--- src/hw/rtl/lcc_pkg.sv ---
`default_nettype none
// ----------------------------------------------------------------------------
// Luhn card classifier package
// Widths, result codes, control bundles and the digit doubling function that
// are shared by the classifier modules and its channel interfaces.
// ----------------------------------------------------------------------------
package lcc_pkg;

   localparam int CARD_W             = 63;
   localparam int DIGIT_COUNT_W      = 5;
   localparam int BRAND_W            = 2;
   localparam int DEFAULT_MAX_DIGITS = 19;
   localparam int STEP_W             = $clog2(CARD_W);

   localparam logic [BRAND_W-1:0] BRAND_NONE     = 2'd0;
   localparam logic [BRAND_W-1:0] BRAND_PREFIX4  = 2'd1;
   localparam logic [BRAND_W-1:0] BRAND_PREFIX3X = 2'd2;
   localparam logic [BRAND_W-1:0] BRAND_PREFIX5X = 2'd3;

   // Control of the binary to decimal shift unit.
   typedef struct packed {
      logic load;
      logic shift;
      logic rotate;
   } dab_ctrl_type;

   // Control of the digit accumulator.
   typedef struct packed {
      logic clear;
      logic step;
   } scan_ctrl_type;

   // A doubled digit with its two decimal digits added together.
   function automatic logic [3:0] luhn_double(input logic [3:0] digit);
      logic [4:0] dbl;
      dbl = {digit, 1'b0};
      if (dbl >= 5'd10) begin
         dbl = dbl - 5'd9;
      end
      return dbl[3:0];
   endfunction

endpackage
`default_nettype wire

--- src/hw/rtl/lcc_channels.sv ---
`default_nettype none
// ----------------------------------------------------------------------------
// Luhn card classifier channels
// Valid/ready interfaces for the request and the result channel.
// ----------------------------------------------------------------------------
interface lcc_req_if;
   import lcc_pkg::*;

   logic              valid;
   logic              ready;
   logic [CARD_W-1:0] pan;

   modport source (output valid, output pan, input ready);
   modport sink   (input valid, input pan, output ready);
endinterface

interface lcc_rsp_if;
   import lcc_pkg::*;

   logic                     valid;
   logic                     ready;
   logic [BRAND_W-1:0]       brand;
   logic                     checksum_ok;
   logic [DIGIT_COUNT_W-1:0] digit_count;

   modport source (output valid, output brand, output checksum_ok, output digit_count,
                   input ready);
   modport sink   (input valid, input brand, input checksum_ok, input digit_count,
                   output ready);
endinterface
`default_nettype wire

--- src/hw/rtl/lcc_dabble.sv ---
`default_nettype none
// ----------------------------------------------------------------------------
// Luhn card classifier binary to decimal unit
// Shift-and-add-three converter taking one input bit per cycle, which then
// rotates the decimal digits out one at a time, least significant first.
// ----------------------------------------------------------------------------
module lcc_dabble #(
   parameter int MAX_DIGITS = lcc_pkg::DEFAULT_MAX_DIGITS
) (
   input  logic                      clock,
   input  lcc_pkg::dab_ctrl_type     ctrl,
   input  logic [lcc_pkg::CARD_W-1:0] value,
   output logic [3:0]                low_digit,
   output logic                      overflow
);
   import lcc_pkg::*;

   localparam int BCD_W = 4 * MAX_DIGITS;

   logic [CARD_W-1:0] bin_ff, bin_in;
   logic [BCD_W-1:0]  bcd_ff, bcd_in;
   logic [BCD_W-1:0]  adj;
   logic              ovf_ff, ovf_in;

   always_comb begin
      for (int i = 0; i < MAX_DIGITS; i++) begin
         if (bcd_ff[4*i +: 4] >= 4'd5) begin
            adj[4*i +: 4] = bcd_ff[4*i +: 4] + 4'd3;
         end else begin
            adj[4*i +: 4] = bcd_ff[4*i +: 4];
         end
      end
   end

   always_comb begin
      bin_in = bin_ff;
      bcd_in = bcd_ff;
      ovf_in = ovf_ff;
      if (ctrl.load) begin
         bin_in = value;
         bcd_in = '0;
         ovf_in = 1'b0;
      end else if (ctrl.shift) begin
         // A carry out of the top digit means the value needs more digits
         // than the register holds; the low digits stay correct regardless.
         bin_in = {bin_ff[CARD_W-2:0], 1'b0};
         bcd_in = {adj[BCD_W-2:0], bin_ff[CARD_W-1]};
         ovf_in = ovf_ff | adj[BCD_W-1];
      end else if (ctrl.rotate) begin
         bcd_in = {4'd0, bcd_ff[BCD_W-1:4]};
      end
   end

   always_ff @(posedge clock) begin
      bin_ff <= bin_in;
      bcd_ff <= bcd_in;
      ovf_ff <= ovf_in;
   end

   assign low_digit = bcd_ff[3:0];
   assign overflow  = ovf_ff;

endmodule
`default_nettype wire

--- src/hw/rtl/lcc_digit_scan.sv ---
`default_nettype none
// ----------------------------------------------------------------------------
// Luhn card classifier digit accumulator
// Takes one decimal digit per cycle, keeps the Luhn sum modulo ten, the digit
// count and the two leading digits.
// ----------------------------------------------------------------------------
module lcc_digit_scan (
   input  logic                              clock,
   input  lcc_pkg::scan_ctrl_type            ctrl,
   input  logic [3:0]                        digit,
   input  logic [lcc_pkg::DIGIT_COUNT_W-1:0] index,
   output logic                              sum_zero,
   output logic [lcc_pkg::DIGIT_COUNT_W-1:0] count,
   output logic [3:0]                        top,
   output logic [3:0]                        next
);
   import lcc_pkg::*;

   logic [3:0]               sum_ff, sum_in;
   logic [DIGIT_COUNT_W-1:0] cnt_ff, cnt_in;
   logic [3:0]               top_ff, top_in;
   logic [3:0]               next_ff, next_in;
   logic [3:0]               prev_ff, prev_in;
   logic [3:0]               term;
   logic [4:0]               total;

   always_comb begin
      // Index zero is the rightmost place, which is added as it is.
      term  = index[0] ? luhn_double(digit) : digit;
      total = {1'b0, sum_ff} + {1'b0, term};
      if (total >= 5'd10) begin
         total = total - 5'd10;
      end

      sum_in  = sum_ff;
      cnt_in  = cnt_ff;
      top_in  = top_ff;
      next_in = next_ff;
      prev_in = prev_ff;
      if (ctrl.clear) begin
         sum_in  = 4'd0;
         cnt_in  = DIGIT_COUNT_W'(1);
         top_in  = 4'd0;
         next_in = 4'd0;
         prev_in = 4'd0;
      end else if (ctrl.step) begin
         sum_in  = total[3:0];
         prev_in = digit;
         // Leading zeros are scanned too, but only a non-zero digit moves
         // the most significant place.
         if (digit != 4'd0) begin
            cnt_in  = index + DIGIT_COUNT_W'(1);
            top_in  = digit;
            next_in = prev_ff;
         end
      end
   end

   always_ff @(posedge clock) begin
      sum_ff  <= sum_in;
      cnt_ff  <= cnt_in;
      top_ff  <= top_in;
      next_ff <= next_in;
      prev_ff <= prev_in;
   end

   assign sum_zero = (sum_ff == 4'd0);
   assign count    = cnt_ff;
   assign top      = top_ff;
   assign next     = next_ff;

endmodule
`default_nettype wire

--- src/hw/rtl/luhn_card_number_classify.sv ---
`default_nettype none
// ----------------------------------------------------------------------------
// Luhn card number classifier
// Converts a binary card number to decimal, forms the Luhn checksum and the
// digit count, and classifies the number by length and leading digits.
// ----------------------------------------------------------------------------
// A request runs through 63 single-bit conversion steps, then one digit scan
// step per decimal place, then the finish state, before its result is valid.
// No new request is taken until the previous one has left the finish state.
// A new request is taken while the previous result still waits on rsp.
// Reset (synchronous, active high) returns the sequencer to idle and drops
// the result valid; no clearing pass is needed.
module luhn_card_number_classify #(
   parameter int MAX_DIGITS = lcc_pkg::DEFAULT_MAX_DIGITS
) (
   input  logic      clock,
   input  logic      reset,
   lcc_req_if.sink   req_bus,
   lcc_rsp_if.source rsp_bus
);
   import lcc_pkg::*;

   localparam logic [STEP_W-1:0] LAST_BIT   = STEP_W'(CARD_W - 1);
   localparam logic [STEP_W-1:0] LAST_DIGIT = STEP_W'(MAX_DIGITS - 1);
   localparam logic [DIGIT_COUNT_W-1:0] FULL_COUNT = DIGIT_COUNT_W'(MAX_DIGITS);
   localparam logic [DIGIT_COUNT_W-1:0] LEN_13     = DIGIT_COUNT_W'(13);
   localparam logic [DIGIT_COUNT_W-1:0] LEN_15     = DIGIT_COUNT_W'(15);
   localparam logic [DIGIT_COUNT_W-1:0] LEN_16     = DIGIT_COUNT_W'(16);

   typedef enum logic [1:0] {
      ST_IDLE,
      ST_CONV,
      ST_SCAN,
      ST_FINISH
   } state_type;

   state_type                state_ff;
   logic [STEP_W-1:0]        step_ff;
   logic                     rsp_valid_ff;
   logic [BRAND_W-1:0]       brand_ff;
   logic                     ok_ff;
   logic [DIGIT_COUNT_W-1:0] count_ff;

   dab_ctrl_type             dab_ctrl;
   scan_ctrl_type            scan_ctrl;
   logic [3:0]               low_digit;
   logic                     overflow;
   logic                     sum_zero;
   logic [DIGIT_COUNT_W-1:0] scan_count;
   logic [3:0]               top;
   logic [3:0]               next;
   logic                     accept;
   logic                     rsp_free;
   logic [DIGIT_COUNT_W-1:0] count_in;
   logic [BRAND_W-1:0]       brand_in;

   assign accept   = req_bus.valid && req_bus.ready;
   assign rsp_free = !rsp_valid_ff || rsp_bus.ready;

   always_comb begin
      dab_ctrl.load    = accept;
      dab_ctrl.shift   = (state_ff == ST_CONV);
      dab_ctrl.rotate  = (state_ff == ST_SCAN);
      scan_ctrl.clear  = accept;
      scan_ctrl.step   = (state_ff == ST_SCAN);
   end

   lcc_dabble #(
      .MAX_DIGITS (MAX_DIGITS)
   ) u_dabble (
      .clock     (clock),
      .ctrl      (dab_ctrl),
      .value     (req_bus.pan),
      .low_digit (low_digit),
      .overflow  (overflow)
   );

   lcc_digit_scan u_scan (
      .clock    (clock),
      .ctrl     (scan_ctrl),
      .digit    (low_digit),
      .index    (step_ff[DIGIT_COUNT_W-1:0]),
      .sum_zero (sum_zero),
      .count    (scan_count),
      .top      (top),
      .next     (next)
   );

   always_comb begin
      count_in = overflow ? FULL_COUNT : scan_count;
      brand_in = BRAND_NONE;
      if (sum_zero && !overflow && (count_in >= DIGIT_COUNT_W'(2))) begin
         if (count_in == LEN_13 && top == 4'd4) begin
            brand_in = BRAND_PREFIX4;
         end else if (count_in == LEN_15 && top == 4'd3 &&
                      (next == 4'd4 || next == 4'd7)) begin
            brand_in = BRAND_PREFIX3X;
         end else if (count_in == LEN_16 && top == 4'd4) begin
            brand_in = BRAND_PREFIX4;
         end else if (count_in == LEN_16 && top == 4'd5 &&
                      next >= 4'd1 && next <= 4'd5) begin
            brand_in = BRAND_PREFIX5X;
         end
      end
   end

   always_ff @(posedge clock) begin
      if (reset) begin
         state_ff     <= ST_IDLE;
         step_ff      <= '0;
         rsp_valid_ff <= 1'b0;
      end else begin
         case (state_ff)
            ST_IDLE: begin
               if (accept) begin
                  state_ff <= ST_CONV;
                  step_ff  <= '0;
               end
            end
            ST_CONV: begin
               if (step_ff == LAST_BIT) begin
                  state_ff <= ST_SCAN;
                  step_ff  <= '0;
               end else begin
                  step_ff <= step_ff + STEP_W'(1);
               end
            end
            ST_SCAN: begin
               if (step_ff == LAST_DIGIT) begin
                  state_ff <= ST_FINISH;
               end else begin
                  step_ff <= step_ff + STEP_W'(1);
               end
            end
            ST_FINISH: begin
               // Hold the finished request here until the result register
               // is empty or is being emptied in this cycle.
               if (rsp_free) begin
                  state_ff <= ST_IDLE;
                  brand_ff <= brand_in;
                  ok_ff    <= sum_zero;
                  count_ff <= count_in;
               end
            end
            default: begin
               state_ff <= ST_IDLE;
            end
         endcase
         // A finished request refills the result register in the same cycle
         // that the waiting result leaves it.
         if (state_ff == ST_FINISH && rsp_free) begin
            rsp_valid_ff <= 1'b1;
         end else if (rsp_bus.ready) begin
            rsp_valid_ff <= 1'b0;
         end
      end
   end

   assign req_bus.ready       = (state_ff == ST_IDLE);
   assign rsp_bus.valid       = rsp_valid_ff;
   assign rsp_bus.brand       = brand_ff;
   assign rsp_bus.checksum_ok = ok_ff;
   assign rsp_bus.digit_count = count_ff;

`ifndef SYNTHESIS
   a_count_range: assert property (@(posedge clock) disable iff (reset)
      rsp_valid_ff |-> (count_ff >= DIGIT_COUNT_W'(1) && count_ff <= FULL_COUNT))
      else $error("digit count out of range");

   a_brand_needs_checksum: assert property (@(posedge clock) disable iff (reset)
      (rsp_valid_ff && brand_ff != BRAND_NONE) |-> ok_ff)
      else $error("brand given with a failed checksum");

   a_prefix4_length: assert property (@(posedge clock) disable iff (reset)
      (rsp_valid_ff && brand_ff == BRAND_PREFIX4) |-> (count_ff == LEN_13 || count_ff == LEN_16))
      else $error("prefix-4 brand with a wrong length");

   a_accept_starts: assert property (@(posedge clock) disable iff (reset)
      accept |=> (state_ff == ST_CONV && step_ff == '0))
      else $error("accepted request did not start conversion");

   a_scan_ends: assert property (@(posedge clock) disable iff (reset)
      (state_ff == ST_SCAN && step_ff == LAST_DIGIT) |=> (state_ff == ST_FINISH))
      else $error("digit scan did not end after the last digit");
`endif

endmodule
`default_nettype wire

--- src/flat_wrapper.sv ---
// flat-port wrapper written by rule: the top's interface ports become plain ports
module luhn_card_number_classify_flat import lcc_pkg::*;
#(
   parameter int MAX_DIGITS = lcc_pkg::DEFAULT_MAX_DIGITS
)
  (clock, reset, req_bus_valid, req_bus_pan, req_bus_ready, rsp_bus_valid, rsp_bus_brand, rsp_bus_checksum_ok, rsp_bus_digit_count, rsp_bus_ready);
  lcc_req_if req_bus_i ();
  lcc_rsp_if rsp_bus_i ();
  input  logic clock;
  input  logic reset;
  input wire logic [$bits(req_bus_i.valid)-1:0] req_bus_valid;
  input wire logic [$bits(req_bus_i.pan)-1:0] req_bus_pan;
  output wire logic [$bits(req_bus_i.ready)-1:0] req_bus_ready;
  output wire logic [$bits(rsp_bus_i.valid)-1:0] rsp_bus_valid;
  output wire logic [$bits(rsp_bus_i.brand)-1:0] rsp_bus_brand;
  output wire logic [$bits(rsp_bus_i.checksum_ok)-1:0] rsp_bus_checksum_ok;
  output wire logic [$bits(rsp_bus_i.digit_count)-1:0] rsp_bus_digit_count;
  input wire logic [$bits(rsp_bus_i.ready)-1:0] rsp_bus_ready;
  assign req_bus_i.valid = req_bus_valid;
  assign req_bus_i.pan = req_bus_pan;
  assign req_bus_ready = req_bus_i.ready;
  assign rsp_bus_valid = rsp_bus_i.valid;
  assign rsp_bus_brand = rsp_bus_i.brand;
  assign rsp_bus_checksum_ok = rsp_bus_i.checksum_ok;
  assign rsp_bus_digit_count = rsp_bus_i.digit_count;
  assign rsp_bus_i.ready = rsp_bus_ready;
  luhn_card_number_classify #(.MAX_DIGITS(MAX_DIGITS)) u_core (.clock(clock), .reset(reset), .req_bus(req_bus_i), .rsp_bus(rsp_bus_i));
endmodule
--- config.mk ---
export PLATFORM = sky130hd
export DESIGN_NAME = luhn_card_number_classify_flat
export DESIGN_NICKNAME = d
export VERILOG_FILES = /design/src/hw/rtl/lcc_pkg.sv /design/src/hw/rtl/lcc_channels.sv /design/src/hw/rtl/lcc_dabble.sv /design/src/hw/rtl/lcc_digit_scan.sv /design/src/hw/rtl/luhn_card_number_classify.sv /design/src/flat_wrapper.sv
export SDC_FILE = /design/constraint.sdc
export NUM_CORES = 1
export LEC_CHECK = 0
export ABC_AREA = 1
export BUFFER_PORTS_ARGS = -buffer_cell sky130_fd_sc_hd__buf_2
export CAP_MARGIN = 40
export CORE_MARGIN = 5
export CORE_UTILIZATION = 50
export DETAILED_ROUTE_END_ITERATION = 8
export PLACE_DENSITY = 0.77
export SYNTH_ARGS = -nofsm -noshare
export SYNTH_HDL_FRONTEND = slang
export SYNTH_SLANG_ARGS = --single-unit
--- constraint.sdc ---
create_clock -name clock -period 2.68 [get_ports clock]
set_input_delay 0.536 -clock clock [delete_from_list [all_inputs] [get_ports clock]]
set_output_delay 0.536 -clock clock [all_outputs]
set_load 0.01 [all_outputs]
==> results.yml <==
synthesis:
  synth-compound-area-share_pct: 20.7
  netlist.area_leader.share_pct: 22.6
  synthTopCellsByArea: "dfxtp_1, edfxtp_1, nand2_1, a21oi_1, ha_1"
  synth-simple-area-share_pct: 17.6
  synthMuxAreaShare_pct: 0
  synth_cells: 1201
  ys_warn_count: 0
  synth_top_family_by_area: "compound AO/OA/AOI/OAI gates"
  synthAdderAreaFrac_pct: 6.68
  seq_area_frac_synth_pct: 45.1
  yosys_register_bits: 178
  syn_area_um2: 9470
  synth_cell_types: 37
  synth.largest_area_cell: "dfxtp_1"
  syn_nets: 1318
  synth_xor_area_share_pct: 2.30
  avgSynthCellArea_um2: 7.89
cells_and_area:
  drive_above_1_share_pct: 14.8
  syn2layout_area_growth_pct: 14.9
  diodes: 0
  nNetsFinal: 1388
  final_util_pct: 58.2
sta:
  maxSlewViolCount: 0
  tightest_slew_ns: 0.745
  finalSetupViolCount: 0
  finalClockSkew_ns: 0.00796
  min_period_ns: 2.67
  rsz0062_at_grt: "true"
  fmax_mhz: 375
  slew_headroom_pct: 50.3
  fin_tns_setup_ns: 0
  timing.final.hold_violations: 0
  post-route-period-util_pct: 99.5
  setup_slack_ns: 0.0126
worst_setup_path:
  required_ns: 3.01
  timing.critical_path.slowest_stage_cell: "dfxtp_4"
  path_cells: "inv_4 -> ha_4 -> or2_4 -> nand2_4 -> nand2_1 -> o21ai_2 -> ha_2 -> inv_1 -> fa_2 -> inv_2 -> nand2_2 -> and2_4 -> ha_4 -> nand2_2 -> nand3_2 -> nand2_2 -> nor2_1 -> o21ai_1 -> inv_1"
  cp_slowest_stage_delay_ns: 0.37
  worstRegToRegCells: 19
  cp_common_cell: "nand2_2"
  timing.critical_path.buf_inv: 4
  reg2reg_from: "u_core.u_dabble.bcd_ff[0]"
  reg2reg_slack_ns: 0.01
  crit_path_max_fanout: 4
  setup.worst_path.end: "u_core.u_scan.sum_ff[1]"
  startpoint: "u_core.u_dabble.bcd_ff[0]"
  critPathCaptureType: "flip-flop"
  rr_endpoint: "u_core.u_scan.sum_ff[1]"
  crit_family: "simple AND/OR/NAND/NOR gates"
  critical_path_class: "reg2reg"
  worstPathArrival_ns: 3.00
  start_kind: "flip-flop"
  crit_cells: 19
floorplanning:
  fp.dieW_um: 148
  die_h_um: 148
  io_pins: 77
  die_area_um2: 21800
  initial_utilization_pct: 50.6
  num_rows: 50
  core_area_um2: 18700
run:
  maxCapViolCount: 0
clocking:
  clock-sinks: 178
  clkLatencyLatePin_ns: 0.44
  holdBufCountCts: 0
  numCtsBuffers: 17
  h-tree-depth: 4
  cts_tree: "built"
  ctsRootBufferMaster: "clkbuf_16"
  clockBufferDepth: 2
  path_clk_slew_ns: 0.08
power_and_ir_drop:
  peakVddDrop_mv: 0.590
  powerDensity_nw_per_um2: 1250
  power.total_uw: 13600
  p_leak_uw: 0.00465
drt:
  viasPerCell: 5.46
  dr.pass1.iters: 5
  drt_iter0_drc: 558
  vias: 8283
  route.detailed.drc: 0
  wl_um: 21300
  wire_per_inst_um: 14.0
  ant_nets: 0
worst_hold_path:
  min_path_type: "in2reg"
grt:
  grt_remaining_overflow: 0
  grtUsageTotal_pct: 19.5
  grt_max_degree: 89
  antenna_found_initial: 0
  grt_pass1_wl_um: 35900
  grt_pass1_vias: 7881
placed_design:
  place_ws_ns: -0.155
  hpwl_um: 13400
  io_buffers: 76
  routabilityCongestion: 0.802
status:
  status: "finished clean"
-- logic make-up (layout without fill, tap and decap cells) --
kind of cell,count (synthesis),after routing
flops,178,178
simple gates,414,414
xor+xnor,24,24
compound gates,355,355
fa+ha+maj,50,50
buf+inv,180,263
-- synthesized netlist by cell type --
| master | n |
|---|---|
| xor2_2 | 1 |
| o21ai_2 | 2 |
| nand3_1 | 50 |
| ha_1 | 49 |
| a221oi_1 | 18 |
| nor3_1 | 6 |
| a211oi_1 | 2 |
| edfxtp_1 | 71 |
| fa_1 | 1 |
| a21oi_1 | 175 |
| a21oi_2 | 2 |
| and2_1 | 1 |
| nand2_1 | 302 |
| nor4_2 | 1 |
| nand4_1 | 1 |
| buf_4 | 4 |
| o21ai_0 | 117 |
| or2_4 | 1 |
| inv_2 | 6 |
| o21ai_1 | 1 |
| a31oi_1 | 1 |
| clkbuf_1 | 23 |
| nand3b_1 | 1 |
| nor2_1 | 45 |
| o211ai_1 | 35 |
| dfxtp_1 | 107 |
| xor2_1 | 21 |
| nor4_1 | 2 |
| buf_1 | 6 |
| buf_2 | 26 |
| nand2_4 | 1 |
| xnor2_1 | 2 |
| o22ai_1 | 1 |
| a22oi_1 | 1 |
| nor2_2 | 1 |
| inv_1 | 115 |
| or2_2 | 2 |
-- cell usage in the layout, fill, tap and decap left out, types with 3 or more instances in the layout --
master / netlist / routed
buf_12: 0 / 5
xor2_1: 21 / 21
buf_4: 4 / 29
a21oi_2: 2 / 6
nand2_2: 0 / 8
nand3_1: 50 / 46
ha_1: 49 / 44
inv_2: 6 / 8
o211ai_1: 35 / 35
dfxtp_1: 107 / 105
nor3_1: 6 / 6
nor2_1: 45 / 45
inv_1: 115 / 111
a221oi_1: 18 / 18
o21ai_0: 117 / 114
a21oi_1: 175 / 171
o21ai_1: 1 / 3
o21ai_2: 2 / 3
edfxtp_1: 71 / 71
inv_8: 0 / 6
clkinv_4: 0 / 3
nand2_1: 302 / 293
nand3_2: 0 / 4
buf_2: 26 / 76
ha_2: 0 / 3
clkbuf_16: 0 / 17
inv_6: 0 / 5
-- cell type report --
| type | instances | area, um^2 |
|---|---|---|
| inverters | 121 | 458 |
| repair buffers | 110 | 698 |
| clock inverters | 15 | 154 |
| flip-flops and latches | 178 | 4280 |
| multi-input cells | 843 | 4580 |
| fillers | 1647 | 7820 |
| clock buffers | 17 | 425 |
| well taps | 234 | 293 |
-- what timing repair did --
item                                    CTS  global route
hold endpoints to repair                  0             0
pin swaps                                 6            16
resized for setup                        12            19
setup buffers                             2             3
endpoints found under the setup margin    3             3
-- worst register-to-register path: cells and delay by family, from the launching register on --
family / cells / cell delay, ns
simple gates: 9 / 0.93
fa+ha+maj: 4 / 0.86
flops: 1 / 0.37
buf+inv: 4 / 0.21
compound gates: 2 / 0.20
-- how the worst min path moves through the flow --
stage,from,endpoint,depth (start not counted)
after floorplan,u_core.u_scan.prev_ff[2],u_core.u_scan.prev_ff[2],2
after global placement,u_core.u_scan.prev_ff[3],u_core.u_scan.prev_ff[3],2
after detailed placement,u_core.u_scan.prev_ff[3],u_core.u_scan.prev_ff[3],2
after CTS,req_bus_pan[31],u_core.u_dabble.bin_ff[31],3
after global routing,req_bus_pan[29],u_core.u_dabble.bin_ff[29],3
final,req_bus_pan[27],u_core.u_dabble.bin_ff[27],3
-- metal layers --
layer	track usage, %	share of wire (%)	vias up
met5	0	0	-
met4	5.27	1.1	0
met3	3.99	4.9	21
met2	32.4	48	190
met1	26.1	46	3856
li1	-	-	4216
-- flip-flops by register name, indices dropped and copies added (netlist names) --
name / cells
u_core.u_scan.next: 4
u_core.step_ff: 6
u_core.rsp_bus.valid: 1
u_core.state_ff: 2
u_core.u_dabble.bin_ff: 63
u_core.u_scan.sum_ff: 4
u_core.rsp_bus.brand: 2
u_core.rsp_bus.checksum_ok: 1
u_core.u_scan.top: 4
u_core.u_scan.count: 5
u_core.rsp_bus.digit_count: 5
u_core.u_dabble.overflow: 1
u_core.u_scan.prev_ff: 4
u_core.u_dabble.bcd_ff: 76
-- report_power, final --
group          leakage (uW)  switching [uW]  internal [uW]
Sequential          0.00158             719           4200
Combinational       0.00278            3870           2320
Clock              0.000288            1200           1250
-- per-stage QoR --
stage	hold WS (ns)	cells	instance area, um^2
after global placement	0.448	1481	10200
final	0.354	1518	10900
after CTS	0.341	1515	10800
after detailed placement	0.454	1481	10200
after global routing	0.341	1518	10900
after floorplan	0.437	1201	9480
No activity file was read; power rests on OpenSTA's default activity.
